`src/rtl/cdtb_pkg.sv`:
```
// ----------------------------------------------------------------------------
// cdtb_pkg
// Shared types and constants for the countdown timer bank.
// ----------------------------------------------------------------------------
package cdtb_pkg;

  localparam int unsigned NUM_TIMERS  = 16;
  localparam int unsigned COUNT_WIDTH = 32;
  localparam int unsigned ADDR_W      = (NUM_TIMERS > 1) ? $clog2(NUM_TIMERS) : 1;
  localparam int unsigned IDX_EXT_W   = 9;
  localparam int unsigned MASK_W      = 16;
  localparam int unsigned EXP_W       = 16;
  localparam int unsigned TICK_W      = 32;

  typedef enum logic [1:0] {
    MODE_TICK = 2'd0,
    MODE_ARM  = 2'd1,
    MODE_LOAD = 2'd2,
    MODE_READ = 2'd3
  } mode_e;

  typedef struct packed {
    mode_e       mode;
    logic [3:0]  timer_index;
    logic [31:0] count_value;
  } in_req_t;

  typedef struct packed {
    logic [MASK_W-1:0] expired_mask;
    logic [TICK_W-1:0] tick_count;
    logic [EXP_W-1:0]  expiry_count;
  } out_rsp_t;

  typedef struct packed {
    logic accept;
    logic step;
    logic finish;
  } dp_cmd_t;

  typedef struct packed {
    logic is_tick;
    logic walk_last;
    logic out_busy;
  } dp_sts_t;

endpackage

```
`src/rtl/cdtb_ctrl.sv`:
```
// ----------------------------------------------------------------------------
// cdtb_ctrl
// Sequencer that accepts requests and steps the tick walk over the timers.
// ----------------------------------------------------------------------------
module cdtb_ctrl (
  input  logic              clk_i,
  input  logic              rst_ni,
  input  logic              in_valid_i,
  output logic              in_ready_o,
  input  cdtb_pkg::dp_sts_t sts_i,
  output cdtb_pkg::dp_cmd_t cmd_o
);
  import cdtb_pkg::*;

  typedef enum logic {
    ST_IDLE,
    ST_WALK
  } state_e;

  state_e state_q;

  always_comb begin
    in_ready_o    = (state_q == ST_IDLE) && !sts_i.out_busy;
    cmd_o.accept  = in_valid_i && in_ready_o;
    cmd_o.step    = (state_q == ST_WALK);
    cmd_o.finish  = cmd_o.step && sts_i.walk_last;
  end

  always_ff @(posedge clk_i or negedge rst_ni) begin
    if (!rst_ni) begin
      state_q <= ST_IDLE;
    end else begin
      unique case (state_q)
        ST_IDLE: begin
          if (cmd_o.accept && sts_i.is_tick) begin
            state_q <= ST_WALK;
          end
        end
        ST_WALK: begin
          if (sts_i.walk_last) begin
            state_q <= ST_IDLE;
          end
        end
        default: state_q <= ST_IDLE;
      endcase
    end
  end

endmodule

```
`src/rtl/cdtb_datapath.sv`:
```
// ----------------------------------------------------------------------------
// cdtb_datapath
// Timer table, per-entry tick update, tick counter and response register.
// ----------------------------------------------------------------------------
module cdtb_datapath (
  input  logic               clk_i,
  input  logic               rst_ni,
  input  cdtb_pkg::in_req_t  in_req_i,
  input  cdtb_pkg::dp_cmd_t  cmd_i,
  output cdtb_pkg::dp_sts_t  sts_o,
  output logic               out_valid_o,
  input  logic               out_ready_i,
  output cdtb_pkg::out_rsp_t out_rsp_o
);
  import cdtb_pkg::*;

  logic [COUNT_WIDTH-1:0] counter_q [NUM_TIMERS];
  logic [COUNT_WIDTH-1:0] repeat_q  [NUM_TIMERS];
  logic [COUNT_WIDTH-1:0] pending_q [NUM_TIMERS];
  logic [EXP_W-1:0]       expiry_q  [NUM_TIMERS];
  logic [NUM_TIMERS-1:0]  armed_q;

  logic [ADDR_W-1:0] walk_idx_q;
  logic [MASK_W-1:0] mask_q, mask_d;
  logic [TICK_W-1:0] ticks_q;
  logic              out_valid_q;
  out_rsp_t          out_rsp_q;

  logic [IDX_EXT_W-1:0]   req_idx_ext;
  logic [IDX_EXT_W-1:0]   walk_idx_ext;
  logic                   req_hit;
  logic [ADDR_W-1:0]      req_addr;
  logic [ADDR_W-1:0]      addr;
  logic [COUNT_WIDTH-1:0] req_val;
  logic [COUNT_WIDTH-1:0] cnt_rd, rep_rd, pend_rd;
  logic [EXP_W-1:0]       exp_rd;
  logic                   armed_rd;
  logic [COUNT_WIDTH-1:0] cnt_dec, cnt_new, pend_new;
  logic [EXP_W-1:0]       exp_new;
  logic                   expired;

  always_comb begin
    req_idx_ext  = IDX_EXT_W'(in_req_i.timer_index);
    walk_idx_ext = IDX_EXT_W'(walk_idx_q);
    req_hit      = req_idx_ext < IDX_EXT_W'(NUM_TIMERS);
    req_addr     = req_idx_ext[ADDR_W-1:0];
    req_val      = COUNT_WIDTH'(in_req_i.count_value);
    addr         = cmd_i.step ? walk_idx_q : req_addr;

    cnt_rd   = counter_q[addr];
    rep_rd   = repeat_q[addr];
    pend_rd  = pending_q[addr];
    exp_rd   = expiry_q[addr];
    armed_rd = armed_q[addr];

    cnt_dec  = cnt_rd - COUNT_WIDTH'(1);
    expired  = (cnt_rd != '0) && (cnt_dec == '0);
    cnt_new  = cnt_rd;
    exp_new  = exp_rd;
    pend_new = pend_rd;
    if (cnt_rd != '0) begin
      cnt_new = cnt_dec;
      if (expired) begin
        exp_new = exp_rd + EXP_W'(1);
        if (rep_rd != '0) begin
          cnt_new = rep_rd;
        end
      end
    end
    if (pend_rd != '0) begin
      cnt_new  = pend_rd;
      pend_new = '0;
    end

    mask_d = mask_q;
    if (armed_rd && expired && (walk_idx_ext < IDX_EXT_W'(MASK_W))) begin
      mask_d[walk_idx_ext[3:0]] = 1'b1;
    end

    sts_o.is_tick   = (in_req_i.mode == MODE_TICK);
    sts_o.walk_last = (walk_idx_q == ADDR_W'(NUM_TIMERS - 1));
    sts_o.out_busy  = out_valid_q && !out_ready_i;
  end

  always_ff @(posedge clk_i or negedge rst_ni) begin
    if (!rst_ni) begin
      for (int i = 0; i < int'(NUM_TIMERS); i++) begin
        counter_q[i] <= '0;
        repeat_q[i]  <= '0;
        pending_q[i] <= '0;
        expiry_q[i]  <= '0;
      end
      armed_q <= '0;
    end else if (cmd_i.step) begin
      if (armed_rd) begin
        counter_q[walk_idx_q] <= cnt_new;
        pending_q[walk_idx_q] <= pend_new;
        expiry_q[walk_idx_q]  <= exp_new;
      end
    end else if (cmd_i.accept && req_hit) begin
      unique case (in_req_i.mode) inside
        MODE_ARM: begin
          armed_q[req_addr]   <= 1'b1;
          repeat_q[req_addr]  <= req_val;
          counter_q[req_addr] <= req_val;
          expiry_q[req_addr]  <= '0;
          pending_q[req_addr] <= '0;
        end
        MODE_LOAD: begin
          pending_q[req_addr] <= req_val;
        end
        MODE_TICK, MODE_READ: begin
        end
        default: begin
        end
      endcase
    end
  end

  always_ff @(posedge clk_i or negedge rst_ni) begin
    if (!rst_ni) begin
      walk_idx_q  <= '0;
      mask_q      <= '0;
      ticks_q     <= '0;
      out_valid_q <= 1'b0;
    end else begin
      if (cmd_i.finish || (cmd_i.accept && !sts_o.is_tick)) begin
        out_valid_q <= 1'b1;
      end else if (out_valid_q && out_ready_i) begin
        out_valid_q <= 1'b0;
      end
      if (cmd_i.step) begin
        if (cmd_i.finish) begin
          walk_idx_q <= '0;
          mask_q     <= '0;
          ticks_q    <= ticks_q + TICK_W'(1);
        end else begin
          walk_idx_q <= walk_idx_q + ADDR_W'(1);
          mask_q     <= mask_d;
        end
      end
    end
  end

  always_ff @(posedge clk_i) begin
    if (cmd_i.finish) begin
      out_rsp_q.expired_mask <= mask_d;
      out_rsp_q.tick_count   <= ticks_q + TICK_W'(1);
      out_rsp_q.expiry_count <= '0;
    end else if (cmd_i.accept && !sts_o.is_tick) begin
      out_rsp_q.expired_mask <= '0;
      out_rsp_q.tick_count   <= ticks_q;
      out_rsp_q.expiry_count <= ((in_req_i.mode == MODE_READ) && req_hit) ? exp_rd : '0;
    end
  end

  assign out_valid_o = out_valid_q;
  assign out_rsp_o   = out_rsp_q;

endmodule

```
`src/rtl/countdown_timer_bank_core.sv`:
```
// ----------------------------------------------------------------------------
// countdown_timer_bank_core
// Bank of countdown timers with auto reload, stepped by a common tick.
// ----------------------------------------------------------------------------
// An arm, load or read request takes one cycle and its response is in the
// output register on the next cycle. A tick request is accepted and then
// walks the timers in index order, updating a single timer table entry per
// cycle, and registers its response when the walk finishes. A new
// request is taken as soon as the block is idle and the output register is
// empty or being emptied.
module countdown_timer_bank_core (
  input  logic               clk_i,
  input  logic               rst_ni,
  input  logic               in_valid_i,
  output logic               in_ready_o,
  input  cdtb_pkg::in_req_t  in_req_i,
  output logic               out_valid_o,
  input  logic               out_ready_i,
  output cdtb_pkg::out_rsp_t out_rsp_o
);
  import cdtb_pkg::*;

  dp_cmd_t cmd;
  dp_sts_t sts;

  cdtb_ctrl u_ctrl (
    .clk_i      (clk_i),
    .rst_ni     (rst_ni),
    .in_valid_i (in_valid_i),
    .in_ready_o (in_ready_o),
    .sts_i      (sts),
    .cmd_o      (cmd)
  );

  cdtb_datapath u_datapath (
    .clk_i       (clk_i),
    .rst_ni      (rst_ni),
    .in_req_i    (in_req_i),
    .cmd_i       (cmd),
    .sts_o       (sts),
    .out_valid_o (out_valid_o),
    .out_ready_i (out_ready_i),
    .out_rsp_o   (out_rsp_o)
  );

  a_no_accept_in_walk: assert property (@(posedge clk_i) disable iff (!rst_ni)
    cmd.step |-> !in_ready_o)
    else $error("Request accepted during a tick walk.");

  a_tick_starts_walk: assert property (@(posedge clk_i) disable iff (!rst_ni)
    (cmd.accept && sts.is_tick) |=> cmd.step)
    else $error("Tick request did not start a walk.");

  a_finish_gives_rsp: assert property (@(posedge clk_i) disable iff (!rst_ni)
    cmd.finish |=> out_valid_o)
    else $error("Finished tick walk produced no response.");

  a_walk_slot_free: assert property (@(posedge clk_i) disable iff (!rst_ni)
    cmd.step |-> !sts.out_busy)
    else $error("Output register still held during a tick walk.");

endmodule

```
`config.mk`:
```
export PLATFORM = sky130hd
export DESIGN_NAME = countdown_timer_bank_core
export DESIGN_NICKNAME = d
export VERILOG_FILES = /design/src/rtl/cdtb_pkg.sv /design/src/rtl/cdtb_ctrl.sv /design/src/rtl/cdtb_datapath.sv /design/src/rtl/countdown_timer_bank_core.sv
export SDC_FILE = /design/constraint.sdc
export NUM_CORES = 2
export LEC_CHECK = 0
export BUFFER_PORTS_ARGS = -buffer_cell sky130_fd_sc_hd__buf_2
export CAP_MARGIN = 30
export CORE_UTILIZATION = 27
export CTS_BUF_LIST = sky130_fd_sc_hd__clkbuf_8
export DETAILED_ROUTE_END_ITERATION = 8
export PLACE_DENSITY = 0.45
export SLEW_MARGIN = 40
export SYNTH_ARGS = -nofsm -noshare
export SYNTH_HDL_FRONTEND = slang
export SYNTH_SLANG_ARGS = --single-unit
```
`constraint.sdc`:
```
create_clock -name clk_i -period 6.8 [get_ports clk_i]
set_input_delay 0.68 -clock clk_i [delete_from_list [all_inputs] [get_ports clk_i]]
set_output_delay 0.68 -clock clk_i [all_outputs]
set_load 0.01 [all_outputs]
```
==> results.md <==
- After synthesis, the largest family of logic cells by area is compound AO/OA/AOI/OAI gates.
- The type of destination of the critical path is a flip-flop.
- The register bit total from synthesis is 1926.
- Entering global routing, the biggest net connects 153 pins.
- The setup skew after layout is between 100 and 150 ps.
- The initialized floorplan defines 218 standard-cell rows.
- The depth of the worst register-to-register path is 20.
- The vertical die dimension is about 600 um.
- The biggest fanout along the worst timing path is 59.
- The start of the worst register-to-register path is u_ctrl.state_q$_DFF_PN0_.
- The starting density of the core is 0.272.
- The number of buffers on the longest clock path is 4.
- Clock tree synthesis found a total of 1926 sinks.
- The via count of the first global-routing pass is 81900.
- The cell count of the worst hold path is 2.
- The net count of the finished layout is 9729.
- The overall power is 55.3 mW.
- The total core area is 353000 um2.
- The source-to-sink clock delay at the later pin of the worst-skew pair is 1060 ps.
- The maximum single-stage delay on the critical path is approximately 630 ps.
- The critical setup path kind is reg -> reg.
- Power spread over the standard cell area amounts to 492 nW/um2.
- Of the post-synthesis cell area, the dominant cell type holds 0.486.
- Of the cells placed in the final design, the portion with a size suffix greater than 1 is 0.196.
- The final-report max-slew violation count is 0.
- Clock tree synthesis selected as its root buffer the cell sky130_fd_sc_hd__clkbuf_8.
- The finished cells cover 112000 um2.
- After synthesis, the share of flip-flops with an asynchronous set or reset is 0.967.
- The wire length of the first global-routing pass is 649 mm.
- The setup check on the worst reg-to-reg path leaves a slack of 110 ps.
- The end point of the worst hold path is u_ctrl.state_q$_DFF_PN0_.
- Once the clock tree was built, the resizer swapped 0 gates to a different size.
- The layout-stage area growth over the synthesis result is 17.2%.
- Of the total synthesized cell area, the portion taken by AND, OR, NAND and NOR gates is 0.133.
- In this run the cell area measured after placement is 105000 um2.
- The total of buffers placed on input and output ports is 107.
- The tool flagged a number of max-cap violations equal to 0.
- VDD sags by at most around 0.3 mV.
- Hold is met by 117 ps.
- The count of TritonRoute iterations in the first routing pass is 8.
- The clock transition at the registers of the reported paths is 60 ps.
- By area the synthesized netlist is led by sky130_fd_sc_hd__dfrtp_1 (49%), sky130_fd_sc_hd__mux2i_1 (7.7%), sky130_fd_sc_hd__nand2_1 (7.3%), sky130_fd_sc_hd__o21ai_0 (4.1%), sky130_fd_sc_hd__mux2_2 (3.8%).
- After detailed routing, the total wire length is roughly 460 mm.
- The primary flip-flop cell chosen by synthesis mapping is sky130_fd_sc_hd__dfrtp_1.
- The utilization after layout is 0.318.
- In the finished design, the share of the clock period the worst path needs comes to 0.984.
- The combined global-route utilization of all metal layers is 0.252.
- Synthesis produced a netlist with a net count of 9570.
- The number of synthesized flops with an enable pin is 48.
- sky130_fd_sc_hd__dfrtp_1 is the most common cell in the netlist.
- The path category of the worst min-delay check is in -> reg.
- Summing over every cut layer, the via total after detailed routing is 83200.
- After synthesis, the netlist uses 83 different library cells.
- The count of antenna-violating nets left after detailed routing is 0.
- Setup violations remaining at the end of the flow were counted as 0.
- The worst setup path is launched from a flip-flop.
- The level count of the clock H-tree is 5.
- Prior to clock tree synthesis, the placed netlist has a worst setup slack of about 18 ps.
- The number of CTS-inserted buffers is between 300 and 400.
- After detailed routing, the number of remaining DRC violations is 0.
- The hold-fix buffer count after cts is 2.
- Of the total synthesized cell area, the portion taken by full adders, half adders and majority gates is 0.00104.
- Detailed placement finished with a half-perimeter wire length of 289 mm.
- After the first detailed-routing iteration, the DRC count stood at 10500.
- At the end of routability-driven placement, the weighted congestion stood at 0.950.
- The pin slew with the least headroom to its limit is 979 ps.
- By count the netlist is led by sky130_fd_sc_hd__dfrtp_1 (1862), sky130_fd_sc_hd__nand2_1 (1855), sky130_fd_sc_hd__o21ai_0 (795).
- The worst endpoint required time is between 7000 and 8000 ps.
- The setup slack of the critical path after layout is around 110 ps.
- For this design the static power due to leakage is 50.8 nW.
- The routed length per placed instance is 31.5 um.
- The layout has 36000 filler cells.
- The most prevalent standard cell on the critical path is sky130_fd_sc_hd__buf_4.
- Traced cell by cell, the critical path runs through mux2i_4 > buf_12 > buf_12 > mux4_2 > nand2_1 > nand4_1 > nor4_2 > buf_4 > nand4_1 > nor4_1 > or2_2 > nor4b_1 > buf_4 > nand4_1 > buf_4 > nor4_1 > buf_4 > xor2_1 > buf_4 > o21ai_0.
- The via density per instance is 5.67.
- The flow ran to the end, and the final reports show no timing, DRC or antenna violations.
- The biggest area contributor in the post-synthesis netlist is sky130_fd_sc_hd__dfrtp_1.
- The top-level I/O count is 108.
- The compound-cell area share of the yosys netlist is 0.166.
- After synthesis, the mean cell area works out to 10.1 um2.
- The post-layout minimum cycle time is 6690 ps.
- The die covers 358000 um2.
- In this run the critical register-to-register path is captured at u_datapath.expiry_q[31]$_DFFE_PN0P_.
- Setup repair after global routing left no endpoint under its margin.
- Data arrives at the worst endpoint at 7550 ps.
- The residual overflow from global routing is 0.
- The number of setup buffers added after CTS is 0.
- For this run, the register share of the synthesized area comes to 0.504.
- Of the total synthesized cell area, the portion taken by XOR and XNOR cells is 0.00601.
- The cell area after synthesis is about 96000 um2.
- The upper clock frequency limit is 149 MHz.
- The number of instances in the synthesized netlist is 9520.
- After synthesis, the share of cell area in mux cells is 0.149.
- The hold violation total from the final report is 0.
- The Yosys step of the flow raised 0 warnings.
- The clock tree from TritonCTS is done.
- The max-slew headroom at the worst pin is 0.347.
- The die is 598 um wide.
- The number of antenna violations at the first check in global routing is 46.
- The worst-path cell with the longest stage delay is sky130_fd_sc_hd__mux2i_4.
- The hold path startpoint is in_req_i[36].
[worst max-delay path: cells and delay by family, from the launching register on]
kind / cells / cell delay (ps)
flip-flops: 1 / 610
AND/OR/NAND/NOR: 9 / 2750
buffers and inverters: 7 / 1650
AO/OA/AOI/OAI: 1 / 100
multiplexers: 2 / 1050
XOR/XNOR: 1 / 190
[sequential cells by signal, indices dropped and copies added (netlist names)]
register	count
u_datapath.expiry_q	256
u_datapath.armed_q	16
u_datapath.repeat_q	512
u_datapath.ticks_q	32
u_datapath.out_valid_o	1
u_ctrl.state_q	1
u_datapath.walk_idx_q	4
u_datapath.mask_q	16
u_datapath.counter_q	512
u_datapath.pending_q	512
u_datapath.out_rsp_o	64
[final cells by class]
cell class | count | area (um2) | share of cell area
antenna | 16 | 40.0 | 0.000356
sequential | 1926 | 48400 | 0.430
clock inverter | 167 | 830 | 0.00738
inverter | 38 | 145 | 0.00129
tap | 4730 | 5920 | 0.0526
timing repair buffer | 717 | 6510 | 0.0579
multi-input combinational | 6639 | 44600 | 0.397
clock buffer | 437 | 6010 | 0.0535
[kinds of logic after synthesis]
logic type,count (synthesis)
adder cells (fa/ha/maj),8
multiplexers,1209
AND/OR/NAND/NOR,3042
AO/OA/AOI/OAI,2315
flip-flops,1926
XOR/XNOR,65
buffers and inverters,955
[cells in the final DEF (no fill, tap or decap), types with 87 or more instances in the layout]
master                     instances
sky130_fd_sc_hd__mux2i_1         735
sky130_fd_sc_hd__inv_1           159
sky130_fd_sc_hd__dfrtp_1        1861
sky130_fd_sc_hd__nor2_1          588
sky130_fd_sc_hd__a311oi_1         91
sky130_fd_sc_hd__a221oi_1        204
sky130_fd_sc_hd__a211oi_1         94
sky130_fd_sc_hd__nand2_1        1819
sky130_fd_sc_hd__a21oi_1         171
sky130_fd_sc_hd__clkbuf_8        437
sky130_fd_sc_hd__a22oi_1         373
sky130_fd_sc_hd__buf_2           106
sky130_fd_sc_hd__o21ai_0         789
sky130_fd_sc_hd__and2_1           87
sky130_fd_sc_hd__buf_4           497
sky130_fd_sc_hd__mux4_2          140
sky130_fd_sc_hd__a22o_1          178
sky130_fd_sc_hd__mux2_2          325
[stage by stage]
stage	instances	setup TNS [ps]
after floorplan	9520	0
after global placement	14000	-2100
after detailed placement	14000	0
after CTS	14600	0
after global routing	14700	0
final	14700	0
[worst max path at each step]
stage,from,to,slack (ps),depth (start not counted)
floorplan,in_req_i[33],u_datapath.counter_q[25]$_DFFE_PN0P_,1340,23
global placement,in_req_i[33],u_datapath.expiry_q[191]$_DFFE_PN0P_,-150,21
detailed placement,in_req_i[33],u_datapath.expiry_q[31]$_DFFE_PN0P_,20,21
CTS,u_ctrl.state_q$_DFF_PN0_,u_datapath.expiry_q[31]$_DFFE_PN0P_,180,20
global route,u_ctrl.state_q$_DFF_PN0_,u_datapath.expiry_q[31]$_DFFE_PN0P_,30,20
finish,u_ctrl.state_q$_DFF_PN0_,u_datapath.expiry_q[31]$_DFFE_PN0P_,110,20
[report_power, final]
group | switching [mW] | internal (mW) | total (mW)
clock | 5.28 | 5.88 | 11.2
combinational | 18.3 | 9.50 | 27.8
sequential | 1.85 | 14.5 | 16.3
total | 25.4 | 29.9 | 55.3
[layer usage]
metal	up-vias	wire, um	track usage	share of wire
met1	43000	192000	0.336	0.42
met4	10	25000	0.125	0.054
met5	-	101	0.00107	0.00022
met2	4627	204000	0.384	0.44
met3	1138	41800	0.0572	0.090
li1	34400	-	-	-
Note: power is estimated with default switching activity, not from simulation.
